`config.mk`:
```
export PLATFORM = sky130hd
export DESIGN_NAME = http_request_tokenizer_unit_flat
export DESIGN_NICKNAME = d
export VERILOG_FILES = /design/src/rtl/htok_pkg.sv /design/src/rtl/htok_in_if.sv /design/src/rtl/htok_out_if.sv /design/src/rtl/htok_parser.sv /design/src/rtl/htok_outq.sv /design/src/rtl/http_request_tokenizer_unit.sv /design/src/flat_wrapper.sv
export SDC_FILE = /design/constraint.sdc
export NUM_CORES = 1
export LEC_CHECK = 0
export ABC_CLOCK_PERIOD_IN_PS = 16100
export BUFFER_PORTS_ARGS = -buffer_cell sky130_fd_sc_hd__buf_2
export CELL_PAD_IN_SITES_DETAIL_PLACEMENT = 1
export CELL_PAD_IN_SITES_GLOBAL_PLACEMENT = 1
export CORE_MARGIN = 4
export CORE_UTILIZATION = 35
export DETAILED_ROUTE_END_ITERATION = 7
export PLACE_DENSITY_LB_ADDON = 0.25
export SYNTH_ARGS = -nofsm -noshare
export SYNTH_HDL_FRONTEND = slang
export SYNTH_HIERARCHICAL = 1
export SYNTH_SLANG_ARGS = --single-unit
```
`constraint.sdc`:
```
create_clock -name i_clk -period 16.1 [get_ports i_clk]
set_clock_uncertainty 0.2 [all_clocks]
set_input_delay 1.61 -clock i_clk [delete_from_list [all_inputs] [get_ports i_clk]]
set_output_delay 1.61 -clock i_clk [all_outputs]
set_load 0.01 [all_outputs]
```
`src/rtl/htok_pkg.sv`:
```
// Package for the HTTP request tokenizer: widths, codes, state and word types,
// and the per-byte parse functions used by the parser.
// No dependencies.
package htok_pkg;

    localparam int BYTE_W      = 8;
    localparam int CNT_W       = 12;
    localparam int MLIM_W      = 4;
    localparam int CFG_IDX_W   = 3;
    localparam int CFG_DATA_W  = 12;
    localparam int QUEUE_DEPTH = 4;

    localparam logic [CNT_W-1:0] COUNT_MAX = {CNT_W{1'b1}};

    // Register reset values
    localparam logic [MLIM_W-1:0] RST_METHOD_LIMIT = 4'd15;
    localparam logic [CNT_W-1:0]  RST_PATH_LIMIT   = 12'd1023;
    localparam logic [CNT_W-1:0]  RST_QUERY_LIMIT  = 12'd2047;
    localparam logic [CNT_W-1:0]  RST_NAME_LIMIT   = 12'd127;
    localparam logic [CNT_W-1:0]  RST_VALUE_LIMIT  = 12'd2047;

    // Character codes
    localparam logic [BYTE_W-1:0] CH_SP    = 8'h20;
    localparam logic [BYTE_W-1:0] CH_QM    = 8'h3F;
    localparam logic [BYTE_W-1:0] CH_COLON = 8'h3A;
    localparam logic [BYTE_W-1:0] CH_TAB   = 8'h09;
    localparam logic [BYTE_W-1:0] CH_CR    = 8'h0D;
    localparam logic [BYTE_W-1:0] CH_LF    = 8'h0A;
    localparam logic [BYTE_W-1:0] CH_UA    = 8'h41;
    localparam logic [BYTE_W-1:0] CH_UZ    = 8'h5A;
    localparam logic [BYTE_W-1:0] CASE_OFS = 8'h20;

    typedef enum logic [2:0] {
        MODE_METHOD, MODE_PATH, MODE_QUERY, MODE_VERSION,
        MODE_NAME, MODE_VSKIP, MODE_VALUE, MODE_BODY
    } t_mode;

    typedef enum logic [2:0] {
        KIND_SKIP, KIND_METHOD, KIND_PATH, KIND_QUERY,
        KIND_NAME, KIND_VALUE, KIND_BODY
    } t_kind;

    typedef enum logic [2:0] {
        CLOSE_NONE, CLOSE_METHOD_OK, CLOSE_METHOD_REJ, CLOSE_PATH,
        CLOSE_QUERY, CLOSE_HDR_DONE, CLOSE_HDR_DISC
    } t_close;

    typedef enum logic [CFG_IDX_W-1:0] {
        CFG_METHOD_LIMIT, CFG_PATH_LIMIT, CFG_QUERY_LIMIT,
        CFG_NAME_LIMIT, CFG_VALUE_LIMIT
    } t_cfg_idx;

    typedef struct packed {
        t_mode            mode;
        logic [CNT_W-1:0] count;
        logic             held_cr;
        logic             line_empty;
    } t_pstate;

    typedef struct packed {
        logic [MLIM_W-1:0] method;
        logic [CNT_W-1:0]  path;
        logic [CNT_W-1:0]  query;
        logic [CNT_W-1:0]  name;
        logic [CNT_W-1:0]  value;
    } t_limits;

    typedef struct packed {
        t_kind             kind;
        logic [BYTE_W-1:0] data;
        logic              starts_field;
        t_close            closes;
        logic              run_last;
        logic              request_end;
    } t_tok;

    typedef struct packed {
        t_pstate st;
        t_tok    tok;
    } t_step;

    // Up to two result words from one input byte, in order
    typedef struct packed {
        logic [1:0] n;
        t_tok       first;
        t_tok       second;
    } t_push;

    function automatic t_tok mk_tok(t_kind k, logic [BYTE_W-1:0] d, logic s, t_close c);
        t_tok t;
        t.kind         = k;
        t.data         = d;
        t.starts_field = s;
        t.closes       = c;
        t.run_last     = 1'b0;
        t.request_end  = 1'b0;
        return t;
    endfunction

    // Saturating field byte count
    function automatic logic [CNT_W-1:0] bump(logic [CNT_W-1:0] c);
        return (c == COUNT_MAX) ? c : c + 1'b1;
    endfunction

    function automatic logic [CNT_W-1:0] method_lim(t_limits l);
        return {{(CNT_W-MLIM_W){1'b0}}, l.method};
    endfunction

    function automatic t_close method_code(t_pstate s, t_limits l);
        return (s.count <= method_lim(l)) ? CLOSE_METHOD_OK : CLOSE_METHOD_REJ;
    endfunction

    // Keep the byte as field data while under the limit, else tag it skipped
    function automatic t_step keep(t_pstate s, t_kind k, logic [CNT_W-1:0] lim,
                                   logic [BYTE_W-1:0] d);
        t_step r;
        r.st = s;
        if (s.count < lim) begin
            r.tok = mk_tok(k, d, s.count == '0, CLOSE_NONE);
        end else begin
            r.tok = mk_tok(KIND_SKIP, d, 1'b0, CLOSE_NONE);
        end
        r.st.count = bump(s.count);
        return r;
    endfunction

    // Close code for the field still open at end of request
    function automatic t_close open_close(t_pstate s, t_limits l);
        t_close c;
        case (s.mode)
            MODE_METHOD: c = method_code(s, l);
            MODE_PATH:   c = CLOSE_PATH;
            MODE_QUERY:  c = CLOSE_QUERY;
            MODE_NAME:   c = s.line_empty ? CLOSE_NONE : CLOSE_HDR_DISC;
            MODE_VSKIP:  c = CLOSE_HDR_DONE;
            MODE_VALUE:  c = CLOSE_HDR_DONE;
            default:     c = CLOSE_NONE;
        endcase
        return c;
    endfunction

    function automatic logic [BYTE_W-1:0] to_lower(logic [BYTE_W-1:0] b);
        return (b inside {[CH_UA:CH_UZ]}) ? b + CASE_OFS : b;
    endfunction

    // One ordinary byte through the parse state
    function automatic t_step do_byte(t_pstate s, t_limits l, logic [BYTE_W-1:0] b);
        t_step   r;
        t_pstate t;
        r.st  = s;
        r.tok = mk_tok(KIND_SKIP, b, 1'b0, CLOSE_NONE);
        t     = s;
        case (s.mode)
            MODE_METHOD: begin
                if (b == CH_SP) begin
                    r.tok      = mk_tok(KIND_SKIP, b, 1'b0, method_code(s, l));
                    r.st.mode  = MODE_PATH;
                    r.st.count = '0;
                end else begin
                    r = keep(s, KIND_METHOD, method_lim(l), b);
                end
            end
            MODE_PATH: begin
                if (b inside {CH_SP, CH_QM}) begin
                    r.tok      = mk_tok(KIND_SKIP, b, 1'b0, CLOSE_PATH);
                    r.st.mode  = (b == CH_QM) ? MODE_QUERY : MODE_VERSION;
                    r.st.count = '0;
                end else begin
                    r = keep(s, KIND_PATH, l.path, b);
                end
            end
            MODE_QUERY: begin
                if (b == CH_SP) begin
                    r.tok      = mk_tok(KIND_SKIP, b, 1'b0, CLOSE_QUERY);
                    r.st.mode  = MODE_VERSION;
                    r.st.count = '0;
                end else begin
                    r = keep(s, KIND_QUERY, l.query, b);
                end
            end
            MODE_NAME: begin
                t.line_empty = 1'b0;
                if (b == CH_COLON) begin
                    r.st       = t;
                    r.st.mode  = MODE_VSKIP;
                    r.st.count = '0;
                end else begin
                    r = keep(t, KIND_NAME, l.name, to_lower(b));
                end
            end
            MODE_VSKIP: begin
                if (!(b inside {CH_SP, CH_TAB})) begin
                    t.mode  = MODE_VALUE;
                    t.count = '0;
                    r = keep(t, KIND_VALUE, l.value, b);
                end
            end
            MODE_VALUE: begin
                r = keep(s, KIND_VALUE, l.value, b);
            end
            MODE_BODY: begin
                r.tok      = mk_tok(KIND_BODY, b, s.count == '0, CLOSE_NONE);
                r.st.count = bump(s.count);
            end
            default: begin
                // version part of the request line: skipped
            end
        endcase
        return r;
    endfunction

    // CR LF: blank line starts the body, in the body LF is body data, otherwise closes the open field
    function automatic t_step do_crlf(t_pstate s, t_limits l);
        t_step r;
        r.st = s;
        if (s.mode == MODE_NAME && s.line_empty) begin
            r.st.mode       = MODE_BODY;
            r.st.count      = '0;
            r.st.line_empty = 1'b0;
            r.tok           = mk_tok(KIND_SKIP, CH_LF, 1'b0, CLOSE_NONE);
        end else if (s.mode == MODE_BODY) begin
            r.tok      = mk_tok(KIND_BODY, CH_LF, s.count == '0, CLOSE_NONE);
            r.st.count = bump(s.count);
        end else begin
            r.tok           = mk_tok(KIND_SKIP, CH_LF, 1'b0, open_close(s, l));
            r.st.mode       = MODE_NAME;
            r.st.line_empty = 1'b1;
            r.st.count      = '0;
        end
        return r;
    endfunction

endpackage

```
`src/rtl/htok_in_if.sv`:
```
// Input byte channel of the tokenizer: valid/ready handshake with one request byte.
// Depends on htok_pkg.
interface htok_in_if;
    logic                         valid;
    logic                         ready;
    logic [htok_pkg::BYTE_W-1:0]  in_byte;
    logic                         in_last;

    modport source(output valid, in_byte, in_last, input ready);
    modport sink(input valid, in_byte, in_last, output ready);
endinterface

```
`src/rtl/htok_out_if.sv`:
```
// Result channel of the tokenizer: valid/ready handshake with one tagged byte word.
// Depends on htok_pkg.
interface htok_out_if;
    logic                         valid;
    logic                         ready;
    logic [2:0]                   kind;
    logic [htok_pkg::BYTE_W-1:0]  data;
    logic                         starts_field;
    logic [2:0]                   closes;
    logic                         run_last;
    logic                         request_end;

    modport source(output valid, kind, data, starts_field, closes, run_last,
                   request_end, input ready);
    modport sink(input valid, kind, data, starts_field, closes, run_last,
                 request_end, output ready);
endinterface

```
`src/rtl/htok_parser.sv`:
```
// Tokenizer parse stage: input register, limit registers, parse state, and the
// single-pass logic that turns one byte into up to two result words.
// Depends on htok_pkg and htok_in_if.
module htok_parser (
    input  logic                                i_clk,
    input  logic                                i_rst_n,
    input  logic                                i_cfg_we,
    input  logic [htok_pkg::CFG_IDX_W-1:0]      i_cfg_idx,
    input  logic [htok_pkg::CFG_DATA_W-1:0]     i_cfg_data,
    htok_in_if.sink                             i_req,
    input  logic                                i_room,
    output htok_pkg::t_push                     o_push
);
    import htok_pkg::*;

    logic              r_in_valid;
    logic [BYTE_W-1:0] r_in_byte;
    logic              r_in_last;
    t_pstate           r_st;
    t_pstate           n_st;
    t_limits           r_lim;

    logic    consume;
    t_pstate s0;
    t_pstate s1;
    t_pstate s2;
    t_step   sa;
    t_step   sb;
    logic    va;
    logic    vb;
    logic    take;
    logic    hold;
    t_tok    fin;

    localparam t_pstate ST_RESET = '{mode: MODE_METHOD, count: '0,
                                     held_cr: 1'b0, line_empty: 1'b0};

    assign consume     = r_in_valid && i_room;
    assign i_req.ready = !r_in_valid || consume;

    // Input register
    always_ff @(posedge i_clk) begin
        if (!i_rst_n) begin
            r_in_valid <= 1'b0;
        end else if (i_req.valid && i_req.ready) begin
            r_in_valid <= 1'b1;
        end else if (consume) begin
            r_in_valid <= 1'b0;
        end
    end

    always_ff @(posedge i_clk) begin
        if (i_req.valid && i_req.ready) begin
            r_in_byte <= i_req.in_byte;
            r_in_last <= i_req.in_last;
        end
    end

    // Limit registers; unknown indexes ignored
    always_ff @(posedge i_clk) begin
        if (!i_rst_n) begin
            r_lim.method <= RST_METHOD_LIMIT;
            r_lim.path   <= RST_PATH_LIMIT;
            r_lim.query  <= RST_QUERY_LIMIT;
            r_lim.name   <= RST_NAME_LIMIT;
            r_lim.value  <= RST_VALUE_LIMIT;
        end else if (i_cfg_we) begin
            case (i_cfg_idx)
                CFG_METHOD_LIMIT: r_lim.method <= i_cfg_data[MLIM_W-1:0];
                CFG_PATH_LIMIT:   r_lim.path   <= i_cfg_data[CNT_W-1:0];
                CFG_QUERY_LIMIT:  r_lim.query  <= i_cfg_data[CNT_W-1:0];
                CFG_NAME_LIMIT:   r_lim.name   <= i_cfg_data[CNT_W-1:0];
                CFG_VALUE_LIMIT:  r_lim.value  <= i_cfg_data[CNT_W-1:0];
                default: begin
                end
            endcase
        end
    end

    // Held CR first, then the new byte
    always_comb begin
        s0         = r_st;
        s0.held_cr = 1'b0;
        sa         = '{st: s0, tok: mk_tok(KIND_SKIP, CH_CR, 1'b0, CLOSE_NONE)};
        va         = 1'b0;
        take       = 1'b1;
        if (r_st.held_cr) begin
            va = 1'b1;
            if (r_in_byte == CH_LF) begin
                sa   = do_crlf(s0, r_lim);
                take = 1'b0;
            end else begin
                sa = do_byte(s0, r_lim, CH_CR);
            end
        end
        s1   = sa.st;
        hold = take && (r_in_byte == CH_CR) && (s1.mode != MODE_BODY) && !r_in_last;
        vb   = take && !hold;
        sb   = do_byte(s1, r_lim, r_in_byte);
        if (vb) begin
            s2 = sb.st;
        end else begin
            s2         = s1;
            s2.held_cr = hold;
        end
    end

    // Final word of this byte carries run_last and the end-of-request close
    always_comb begin
        fin          = vb ? sb.tok : sa.tok;
        fin.run_last = 1'b1;
        if (r_in_last) begin
            if (fin.closes == CLOSE_NONE) begin
                fin.closes = open_close(s2, r_lim);
            end
            fin.request_end = 1'b1;
        end
        o_push.first  = (va && vb) ? sa.tok : fin;
        o_push.second = fin;
        o_push.n      = consume ? ({1'b0, va} + {1'b0, vb}) : 2'd0;
    end

    assign n_st = r_in_last ? ST_RESET : s2;

    // Parse state
    always_ff @(posedge i_clk) begin
        if (!i_rst_n) begin
            r_st <= ST_RESET;
        end else if (consume) begin
            r_st <= n_st;
        end
    end

    a_cr_not_in_body: assert property (@(posedge i_clk) disable iff (!i_rst_n)
        r_st.held_cr |-> r_st.mode != MODE_BODY)
        else $error("CR held while in body");

    a_last_resets: assert property (@(posedge i_clk) disable iff (!i_rst_n)
        consume && r_in_last |=> r_st.mode == MODE_METHOD && r_st.count == '0
            && !r_st.held_cr && !r_st.line_empty)
        else $error("parse state not cleared after last byte");

    a_cr_released: assert property (@(posedge i_clk) disable iff (!i_rst_n)
        consume && r_st.held_cr |-> o_push.n != 2'd0)
        else $error("held CR produced no word");

endmodule

```
`src/rtl/htok_outq.sv`:
```
// Result queue of the tokenizer: takes up to two words a cycle, sends one while the output is ready.
// Depends on htok_pkg and htok_out_if.
module htok_outq #(
    parameter int DEPTH = htok_pkg::QUEUE_DEPTH
) (
    input  logic            i_clk,
    input  logic            i_rst_n,
    input  htok_pkg::t_push i_push,
    output logic            o_room,
    htok_out_if.source      o_tok
);
    import htok_pkg::*;

    localparam int AW = (DEPTH > 1) ? $clog2(DEPTH) : 1;
    localparam int CW = $clog2(DEPTH + 1);

    t_tok          r_mem [DEPTH];
    logic [AW-1:0] r_wptr;
    logic [AW-1:0] r_rptr;
    logic [CW-1:0] r_cnt;
    logic          pop;
    logic [AW-1:0] wptr1;
    logic [AW-1:0] wptr2;
    t_tok          head;

    function automatic logic [AW-1:0] inc(logic [AW-1:0] p);
        return (p == AW'(DEPTH - 1)) ? '0 : p + 1'b1;
    endfunction

    assign wptr1  = inc(r_wptr);
    assign wptr2  = inc(wptr1);
    assign pop    = o_tok.valid && o_tok.ready;
    assign o_room = r_cnt <= CW'(DEPTH - 2);

    // Storage
    always_ff @(posedge i_clk) begin
        if (i_push.n != 2'd0) begin
            r_mem[r_wptr] <= i_push.first;
        end
        if (i_push.n == 2'd2) begin
            r_mem[wptr1] <= i_push.second;
        end
    end

    // Pointers and fill count
    always_ff @(posedge i_clk) begin
        if (!i_rst_n) begin
            r_wptr <= '0;
            r_rptr <= '0;
            r_cnt  <= '0;
        end else begin
            case (i_push.n)
                2'd1:    r_wptr <= wptr1;
                2'd2:    r_wptr <= wptr2;
                default: r_wptr <= r_wptr;
            endcase
            if (pop) begin
                r_rptr <= inc(r_rptr);
            end
            r_cnt <= r_cnt + CW'(i_push.n) - CW'(pop);
        end
    end

    // Head word to the port
    assign head               = r_mem[r_rptr];
    assign o_tok.valid        = r_cnt != '0;
    assign o_tok.kind         = head.kind;
    assign o_tok.data         = head.data;
    assign o_tok.starts_field = head.starts_field;
    assign o_tok.closes       = head.closes;
    assign o_tok.run_last     = head.run_last;
    assign o_tok.request_end  = head.request_end;

    a_no_overflow: assert property (@(posedge i_clk) disable iff (!i_rst_n)
        i_push.n != 2'd0 |-> (int'(r_cnt) + int'(i_push.n)) <= DEPTH)
        else $error("result queue overflow");

endmodule

```
`src/rtl/http_request_tokenizer_unit.sv`:
```
// HTTP request tokenizer top level: parse stage feeding the result queue.
// A byte is accepted into the parse stage's input register, then parsed and written
// to the result queue once the queue has room; its first result word is then valid.
// Throughput: one byte per cycle, input stalling only on output stalls. A held CR
// gives none; a byte after it other than LF or CR gives two, absorbed by the queue.
// Reset (synchronous, active low): parse state cleared, queue emptied, limits
// return to 15/1023/2047/127/2047.
module http_request_tokenizer_unit #(
    parameter int QUEUE_DEPTH = htok_pkg::QUEUE_DEPTH
) (
    input  logic                                i_clk,
    input  logic                                i_rst_n,
    input  logic                                i_cfg_we,
    input  logic [htok_pkg::CFG_IDX_W-1:0]      i_cfg_idx,
    input  logic [htok_pkg::CFG_DATA_W-1:0]     i_cfg_data,
    htok_in_if.sink                             i_req,
    htok_out_if.source                          o_tok
);
    import htok_pkg::*;

    t_push push;
    logic  room;

    // Byte parser
    htok_parser u_parser (
        .i_clk      (i_clk),
        .i_rst_n    (i_rst_n),
        .i_cfg_we   (i_cfg_we),
        .i_cfg_idx  (i_cfg_idx),
        .i_cfg_data (i_cfg_data),
        .i_req      (i_req),
        .i_room     (room),
        .o_push     (push)
    );

    // Result word queue
    htok_outq #(
        .DEPTH (QUEUE_DEPTH)
    ) u_outq (
        .i_clk   (i_clk),
        .i_rst_n (i_rst_n),
        .i_push  (push),
        .o_room  (room),
        .o_tok   (o_tok)
    );

    a_end_is_last: assert property (@(posedge i_clk) disable iff (!i_rst_n)
        o_tok.valid && o_tok.request_end |-> o_tok.run_last)
        else $error("request end on a word that is not the last of its byte");

endmodule
```
`src/flat_wrapper.sv`:
```
// flat-port wrapper written by rule: the top's interface ports become plain ports
module http_request_tokenizer_unit_flat import htok_pkg::*;
#(
    parameter int QUEUE_DEPTH = htok_pkg::QUEUE_DEPTH
)
  (i_clk, i_rst_n, i_cfg_we, i_cfg_idx, i_cfg_data, i_req_valid, i_req_in_byte, i_req_in_last, i_req_ready, o_tok_valid, o_tok_kind, o_tok_data, o_tok_starts_field, o_tok_closes, o_tok_run_last, o_tok_request_end, o_tok_ready);
  htok_in_if i_req_i ();
  htok_out_if o_tok_i ();
  input  logic i_clk;
  input  logic i_rst_n;
  input  logic i_cfg_we;
  input  logic [htok_pkg::CFG_IDX_W-1:0] i_cfg_idx;
  input  logic [htok_pkg::CFG_DATA_W-1:0] i_cfg_data;
  input wire logic [$bits(i_req_i.valid)-1:0] i_req_valid;
  input wire logic [$bits(i_req_i.in_byte)-1:0] i_req_in_byte;
  input wire logic [$bits(i_req_i.in_last)-1:0] i_req_in_last;
  output wire logic [$bits(i_req_i.ready)-1:0] i_req_ready;
  output wire logic [$bits(o_tok_i.valid)-1:0] o_tok_valid;
  output wire logic [$bits(o_tok_i.kind)-1:0] o_tok_kind;
  output wire logic [$bits(o_tok_i.data)-1:0] o_tok_data;
  output wire logic [$bits(o_tok_i.starts_field)-1:0] o_tok_starts_field;
  output wire logic [$bits(o_tok_i.closes)-1:0] o_tok_closes;
  output wire logic [$bits(o_tok_i.run_last)-1:0] o_tok_run_last;
  output wire logic [$bits(o_tok_i.request_end)-1:0] o_tok_request_end;
  input wire logic [$bits(o_tok_i.ready)-1:0] o_tok_ready;
  assign i_req_i.valid = i_req_valid;
  assign i_req_i.in_byte = i_req_in_byte;
  assign i_req_i.in_last = i_req_in_last;
  assign i_req_ready = i_req_i.ready;
  assign o_tok_valid = o_tok_i.valid;
  assign o_tok_kind = o_tok_i.kind;
  assign o_tok_data = o_tok_i.data;
  assign o_tok_starts_field = o_tok_i.starts_field;
  assign o_tok_closes = o_tok_i.closes;
  assign o_tok_run_last = o_tok_i.run_last;
  assign o_tok_request_end = o_tok_i.request_end;
  assign o_tok_i.ready = o_tok_ready;
  http_request_tokenizer_unit #(.QUEUE_DEPTH(QUEUE_DEPTH)) u_core (.i_clk(i_clk), .i_rst_n(i_rst_n), .i_cfg_we(i_cfg_we), .i_cfg_idx(i_cfg_idx), .i_cfg_data(i_cfg_data), .i_req(i_req_i), .o_tok(o_tok_i));
endmodule
```
==> metrics.md, run 1 <==
| Metric | Value |
|---|---|
| Slew Limit Fails | 0 |
| Fin. Hold Viols | 0 |
| Final WS setup | 9.32 ns |
| Top_reg_cell synth | dfxtp_1 |
| Most frequent cell after synthesis | nand2_1 |
| Num rows | 66 |
| Post-Syn Instances | 1219 |
| GRT overflow | 0 |
| P per Cell Area | 80.0 nW/um2 |
| Antenna violations before repair | 0 |
| P_int | 0.731 mW |
| IO Count | 48 |
| CP endpoint | u_core/u_outq/r_mem[3][3]$_DFFE_PP_ |
| Die width | 191 um |
| DRT antenna net count | 0 |
| Sequential share of power | 44.9% |
| DRT Pass-1 Iters | 5 |
| Max IR drop VDD | 0.0760 mV |
| Clk slew on worst S/H paths | 0.07 ns |
| TritonCTS clock tree | built |
| Yosys cell types | 98 |
| Area growth syn-to-layout | 9.29% |
| CP max stage delay | 0.66 ns |
| Seq cells post-synth | 156 |
| Placed cell count | 1657 |
| Pin count of the biggest net entering global routing | 81 |
| Worst r2r src | u_core/u_parser/r_st[3]$_SDFFE_PN0P_ |
| Leak Pwr | 5.74 nW |
| Clock share of power | 37.0% |
| Via Count | 9790 |
| Post-CTS Resized | 0 |
| Global placer's final weighted congestion | 0.913 |
| Depth of the CTS H-tree | 4 |
| DIE AREA | 36600 um2 |
| Mean post-synth cell area | 9.66 um2 |
| Drt total wl | 40.3 mm |
| Die H | 191 um |
| Final setup vio count | 0 |
| Unrepaired setup endpoints after global routing | no |
| IO buf count | 47 |
| Initial DRC Count | 789 |
| Layout cells sized above 1 | 17.1% |
| Max cap viols | 0 |
| Outcome | complete, no violations |
| Critical Path, Cell by Cell | ha_1 > nand3_1 > nor3_1 > a31oi_1 > o22a_2 > inv_1 > ha_1 > nand2_1 > nor4_2 > nand2_1 > a21oi_1 > a41o_1 > ha_1 > nor2b_1 > o21ai_0 > nand2b_1 > a21oi_1 > a41oi_1 > or4_1 > nor4_2 > a21oi_1 > nor2_1 > o21ai_1 > mux2_4 |
| First-pass GRT wire length | 61.6 mm |
| All-Layer GR Usage | 22.2% |
| Setup TNS | 0 ns |
| Startpoint class of the critical path | flip-flop |
| Asr flop ratio synth | 0% |
| Synth warn | 6 |
| CORE AREA | 32900 um2 |
| Slew @ Worst Pin | 0.997 ns |
| DRC viols | 0 |
| Postcts setup bufs | 0 |
| GR Layer Usage met1 | 30.5% |
| WS Path Type | reg2reg |
| Max transition margin | 33.4% |
| Worst Setup SP | u_core/u_parser/r_st[3]$_SDFFE_PN0P_ |
| Vias in the first global route | 9998 |
| Critical-path maximum fanout | 13 |
| Synth area leaders | edfxtp_1 (20%), dfxtp_1 (13%), ha_1 (13%) |
| Reg2Reg Setup Slack | 9.32 ns |
| WP depth | 24 |
| Top-area cell type share of the netlist area | 19.6% |
| Detail Placement HPWL | 30.5 mm |
| Worst setup EP type | flip-flop |
| Post-layout util | 39.2% |
| Sequential area share after synthesis | 33.1% |
| Mapped cell area | 11800 um2 |
| Required time worst endpoint | 16.09 ns |
| Clock sink total | 156 |
| Clk root buf | clkbuf_16 |
| Antenna cells | 0 |
| GR peak layer | met2 |
| Switching power | 0.298 mW |
| Vias per cell | 5.80 |
| Worst-Skew Late Latency | 0.45 ns |
| Pre-CTS WS | 9.45 ns |
| Tmin final | 6.78 ns |
| Layout Nets | 1383 |
| Combinational fraction of design power | 18.2% |
| Post-Syn Nets | 1368 |
| Fin crit share | 42.1% |
| Wire length per cell | 23.9 um |
| Fmax | 148 MHz |
| CP bufs+invs | 1 |
| CP max stage cell | dfxtp_1 |
| Num CTS Buffers | 17 |
| Cts hold-fix bufs | 0 |
| Initial Utilization | 35.8% |
| FF-to-FF End | u_core/u_outq/r_mem[3][3]$_DFFE_PP_ |
| Cell taking the most area after synthesis | edfxtp_1 |
| Final Non-Filler Cells | 1689 |
| Post-synth top cells | nand2_1 (133), ha_1 (119), dfxtp_1 (79), inv_1 (79), edfxtp_1 (77) |
| Grt met3 use | 4.07% |
| Deepest clock path buffer count | 2 |
| Data arrival time of the critical path | 6.77 ns |
| EDFF count, synth | 77 |
| Worst min-delay path class | reg2reg |
| Met2 Use GR | 34.7% |
| Sw Share | 29.0% |
| Delay-heaviest family, CP | simple AND/OR/NAND/NOR gates |
| Reg2reg path depth | 24 |
-- flip-flops by register name, summed over array words and instances, names as in the netlist, named ones only --
register	cells
u_core/u_outq/r_mem	68
u_core/u_parser/r_lim	52
u_core/u_parser/r_st	17
u_core/u_parser/r_in_byte	8
u_core/u_outq/r_cnt	3
u_core/u_outq/r_rptr	2
u_core/u_outq/r_wptr	2
u_core/u_parser/r_in_last	1
u_core/u_parser/r_in_valid	1
-- cell type report --
type | instances | area [um2]
clock buffers | 23 | 470
clock inverters | 9 | 62.6
fillers | 3832 | 20000
inverters | 80 | 300
multi-input cells | 916 | 7230
flip-flops and latches | 156 | 3890
well taps | 442 | 553
repair buffers | 63 | 355
-- power by group through the flow --
stage / logic, mW / clock network [mW] / registers, mW
floorplan: 0.137 / 0 / 0.459
global route: 0.207 / 0.407 / 0.465
finish: 0.187 / 0.380 / 0.462
CTS: 0.190 / 0.394 / 0.462
global placement: 0.185 / 0 / 0.469
detailed placement: 0.189 / 0 / 0.470
-- cell usage in the layout, fill, tap and decap left out, types with 35 or more instances in the layout --
master / n
buf_2: 47
a21oi_1: 61
nand2_1: 133
mux2_2: 35
ha_1: 119
edfxtp_1: 77
dfxtp_1: 79
nor2_1: 39
o21ai_0: 52
a21o_1: 37
inv_1: 79
mux2_4: 36
o211ai_1: 45
nand3_1: 40
-- logic make-up after synthesis --
group / count (synthesis) / share of synthesized area, %
compound gates: 333 / 19.8
other cells: 1 / 0.0318
fa+ha+maj: 120 / 12.8
buf+inv: 147 / 5.50
flops: 156 / 33.1
mux: 88 / 11.4
simple gates: 369 / 17.0
xor+xnor: 5 / 0.372
-- worst register-to-register path, stage by stage (launching register included) --
cell,delay [ns]
dfxtp_1,0.66
ha_1,0.45
nand3_1,0.24
nor3_1,0.50
a31oi_1,0.22
o22a_2,0.34
inv_1,0.08
ha_1,0.22
nand2_1,0.21
nor4_2,0.53
nand2_1,0.13
a21oi_1,0.18
a41o_1,0.16
ha_1,0.25
nor2b_1,0.13
o21ai_0,0.16
nand2b_1,0.08
a21oi_1,0.16
a41oi_1,0.05
or4_1,0.54
nor4_2,0.31
a21oi_1,0.14
nor2_1,0.18
o21ai_1,0.13
mux2_4,0.28
-- worst min-delay path by stage --
stage / from / endpoint / slack (ns) / depth (start not counted)
6_report: u_core/u_parser/r_lim[51]$_SDFFE_PN1P_ / u_core/u_parser/r_lim[51]$_SDFFE_PN1P_ / 0.27 / 2
5_1_grt: u_core/u_parser/r_lim[22]$_SDFFE_PN0P_ / u_core/u_parser/r_lim[22]$_SDFFE_PN0P_ / 0.29 / 2
4_1_cts: u_core/u_parser/r_lim[51]$_SDFFE_PN1P_ / u_core/u_parser/r_lim[51]$_SDFFE_PN1P_ / 0.27 / 2
3_5_place_dp: u_core/u_parser/r_lim[51]$_SDFFE_PN1P_ / u_core/u_parser/r_lim[51]$_SDFFE_PN1P_ / 0.26 / 2
3_3_place_gp: u_core/u_parser/r_lim[51]$_SDFFE_PN1P_ / u_core/u_parser/r_lim[51]$_SDFFE_PN1P_ / 0.25 / 2
2_1_floorplan: u_core/u_parser/r_lim[51]$_SDFFE_PN1P_ / u_core/u_parser/r_lim[51]$_SDFFE_PN1P_ / 0.24 / 2
-- through the flow --
stage | power, mW | hold slack [ns] | area [um2]
final | 1.03 | 0.270 | 12900
after global routing | 1.08 | 0.288 | 12900
after CTS | 1.05 | 0.273 | 12900
after detailed placement | 0.659 | 0.259 | 12300
after global placement | 0.654 | 0.255 | 12300
after floorplan | 0.597 | 0.241 | 11800
-- metal layers --
layer	wire, um	up-vias	share of wire (%)
li1	-	4600	-
met1	18600	4837	46
met3	2120	67	5.3
met4	1350	0	3.4
met5	0	-	0
met2	18200	286	45
Power figures use the tool's default switching activity.
==> run 2, diff against run 1 <==
ABC_CLOCK_PERIOD_IN_PS = 6310   (was 16100)
clock period = 6.31 ns   (was 16.1 ns; I/O delays follow)
==> run 2 against run 1 <==
Against the previous run:
- sequential share of layout area down 1.0 points
- sequential cell count unchanged
- largest cell class unchanged
- highest routed layer unchanged
- first-iteration DRC count down 20%
==> metrics.md, run 2 (synthesized netlist as in run 1, its figures left out) <==
| Metric | Value |
|---|---|
| Outcome | complete, no violations |
| DIE AREA | 36600 um2 (unchanged) |
| Initial DRC Count | 631 (-20%) |
| DRT Pass-1 Iters | 5 (unchanged) |
| GRT overflow | 0 (unchanged) |
| Hold endpoint | u_core/u_parser/r_in_byte[3]$_DFFE_PP_ |
| IO Count | 48 (unchanged) |
| Slew @ Worst Pin | 0.918 ns (-0.0794 ns) |
| Final WS setup | 0.303 ns (-9.02 ns) |
| DRC viols | 0 (unchanged) |
| Max reg flops | 68 (unchanged) |
| Fmax | 166 MHz (+13%) |
| Reg2reg path depth | 21 (-13%) |
| Clk root buf | clkbuf_16 |
| Worst-Skew Late Latency | 0.46 ns (about the same) |
| Layout cells sized above 1 | 20.3% (+3.2 points) |
| Die width | 191 um (unchanged) |
| Worst min-delay path class | in2reg |
| Startpoint class of the critical path | flip-flop |
| Setup TNS | 0 ns (unchanged) |
| Pin count of the biggest net entering global routing | 81 (unchanged) |
| IO buf count | 47 (unchanged) |
| Tmin final | 6.01 ns (-0.769 ns) |
| Largest regs | u_core/u_outq/r_mem (68), u_core/u_parser/r_lim (52), u_core/u_parser/r_st (17) |
| Via Count | 10100 (+2.7%) |
| Fin. Hold Viols | 0 (unchanged) |
| Area growth syn-to-layout | 13.0% |
| Worst hold path cell count | 1 (-1) |
| All-Layer GR Usage | 22.9% (+0.67 points) |
| Antenna cells | 0 (unchanged) |
| Vias per cell | 5.79 (-0.14%) |
| Detail Placement HPWL | 31.1 mm (+2.0%) |
| Worst r2r src | u_core/u_parser/r_in_byte[5]$_DFFE_PP_ |
| Worst setup EP type | flip-flop |
| Depth of the CTS H-tree | 4 (unchanged) |
| Slew Limit Fails | 0 (unchanged) |
| Max IR drop VDD | 0.197 mV (+160%) |
| Data arrival time of the critical path | 6.02 ns (-0.75 ns) |
| Drt total wl | 41.2 mm (+2.2%) |
| Antenna violations before repair | 0 (unchanged) |
| Leading cell types in the layout, fill and taps excluded | nand2_1 (133), ha_1 (119), inv_1 (79), dfxtp_1 (79), edfxtp_1 (77) |
| Clock sink total | 156 (unchanged) |
| Commonest non-fill, non-tap cell in the layout | nand2_1 |
| Pre-CTS WS | 0.251 ns (-9.20 ns) |
| FF-to-FF End | u_core/u_outq/r_mem[0][3]$_DFFE_PP_ |
| Max transition margin | 38.7% (+5.4 points) |
| Global placer's final weighted congestion | 0.906 (-0.79%) |
| Total Power | 2.75 mW (+170%) |
| CORE AREA | 32900 um2 (unchanged) |
| Num rows | 66 (unchanged) |
| Critical-path maximum fanout | 9 (-4) |
| Required time worst endpoint | 6.32 ns (-9.77 ns) |
| TritonCTS clock tree | built |
| Die H | 191 um (unchanged) |
| First-pass GRT wire length | 63.9 mm (+3.6%) |
| WS Path Type | reg2reg |
| Clk slew on worst S/H paths | 0.07 ns (about the same) |
| Num CTS Buffers | 17 (unchanged) |
| Fin crit share | 95.2% (+53 points) |
| Unrepaired setup endpoints after global routing | no |
| Hold path startpoint | i_req_in_byte[3] |
| Reg2Reg Setup Slack | 0.30 ns (-9.02 ns) |
| DRT antenna net count | 0 (unchanged) |
| Final setup vio count | 0 (unchanged) |
| Layout Nets | 1431 (+3.5%) |
| P per Cell Area | 207 nW/um2 (+160%) |
| Wire length per cell | 23.7 um (-0.58%) |
| Cts hold-fix bufs | 0 (unchanged) |
| Vias in the first global route | 10300 (+3.5%) |
| Max cap viols | 0 (unchanged) |
| Initial Utilization | 35.8% (unchanged) |
| Deepest clock path buffer count | 2 (unchanged) |
| Leak Pwr | 6.03 nW (+5.1%) |
| Most flop-heavy register | u_core/u_outq/r_mem |
[run 2: cell count changes in the layout (fill, tap and decap cells not counted), sizes merged]
cell | previous run | this run
inv | 82 | 90
clkinvlp | 3 | 0
buf | 63 | 111
bufinv | 0 | 1
clkinv | 4 | 3
clkbuf | 23 | 18
[run 2: worst max path at each step]
stage | start | end | slack (ns) | depth (start not counted)
5_1_grt | u_core/u_parser/r_in_byte[4]$_DFFE_PP_ | u_core/u_outq/r_mem[0][3]$_DFFE_PP_ | 0.01 | 20
4_1_cts | u_core/u_parser/r_in_byte[5]$_DFFE_PP_ | u_core/u_outq/r_mem[0][3]$_DFFE_PP_ | 0.22 | 21
3_5_place_dp | u_core/u_parser/r_in_byte[5]$_DFFE_PP_ | u_core/u_outq/r_mem[0][3]$_DFFE_PP_ | 0.25 | 21
6_report | u_core/u_parser/r_in_byte[5]$_DFFE_PP_ | u_core/u_outq/r_mem[0][3]$_DFFE_PP_ | 0.30 | 21
3_3_place_gp | u_core/u_parser/r_in_byte[5]$_DFFE_PP_ | u_core/u_outq/r_mem[3][3]$_DFFE_PP_ | 0.39 | 21
2_1_floorplan | u_core/u_parser/r_in_byte[4]$_DFFE_PP_ | u_core/u_outq/r_mem[3][3]$_DFFE_PP_ | 0.78 | 21
[run 2: repair_timing]
item                                    CTS  global route
endpoints found under the hold margin     0             0
endpoints found under the setup margin    0             4
setup buffers                             0             1
resized for setup                         0             1
[run 2: where the power goes]
| part | total, mW | switching [mW] | internal, mW |
|---|---|---|---|
| clock network | 1.09 | 0.508 | 0.578 |
| logic | 0.495 | 0.278 | 0.217 |
| registers | 1.17 | 0.0441 | 1.12 |
| total | 2.75 | 0.830 | 1.92 |
[run 2: layer usage]
layer  vias to the layer above  track usage (%)  wire length [um]
met3                        44             2.85              1550
met5                         -                0                 0
met4                         0             6.16               726
met1                      5060             31.6             19300
met2                       249             37.9             19600
li1                       4701                -                 -
[run 2: layout make-up]
| class | instances | area [um2] |
|---|---|---|
| multi-input combinational | 916 | 7240 |
| inverter | 80 | 300 |
| clock inverter | 14 | 164 |
| fill | 3819 | 19600 |
| tap | 442 | 553 |
| clock buffer | 18 | 439 |
| timing repair buffer | 111 | 716 |
| sequential | 156 | 3890 |
[run 2: worst max-delay path, stage by stage, from the launching register on]
cell	delay, ns
edfxtp_1	0.48
or4_4	0.63
o211ai_4	0.32
a31oi_1	0.21
o22a_2	0.26
inv_1	0.06
ha_1	0.17
nand2_1	0.10
or4_1	0.57
a41o_1	0.30
ha_1	0.30
nor2b_1	0.13
o21ai_0	0.15
nand2b_1	0.08
a21oi_1	0.15
a41oi_1	0.07
or4_1	0.60
nor4_4	0.25
a21oi_1	0.12
nor2_1	0.17
o21ai_1	0.15
mux2_2	0.30
[run 2: per-stage QoR]
stage	cells	hold slack [ns]	area [um2]	util [%]
5_1_grt	1737	0.132	13300	40.5
6_report	1737	0.142	13300	40.5
4_1_cts	1736	0.117	13300	40.4
3_3_place_gp	1704	0.256	12700	38.6
3_5_place_dp	1704	0.261	12700	38.6
2_1_floorplan	1219	0.241	11800	-
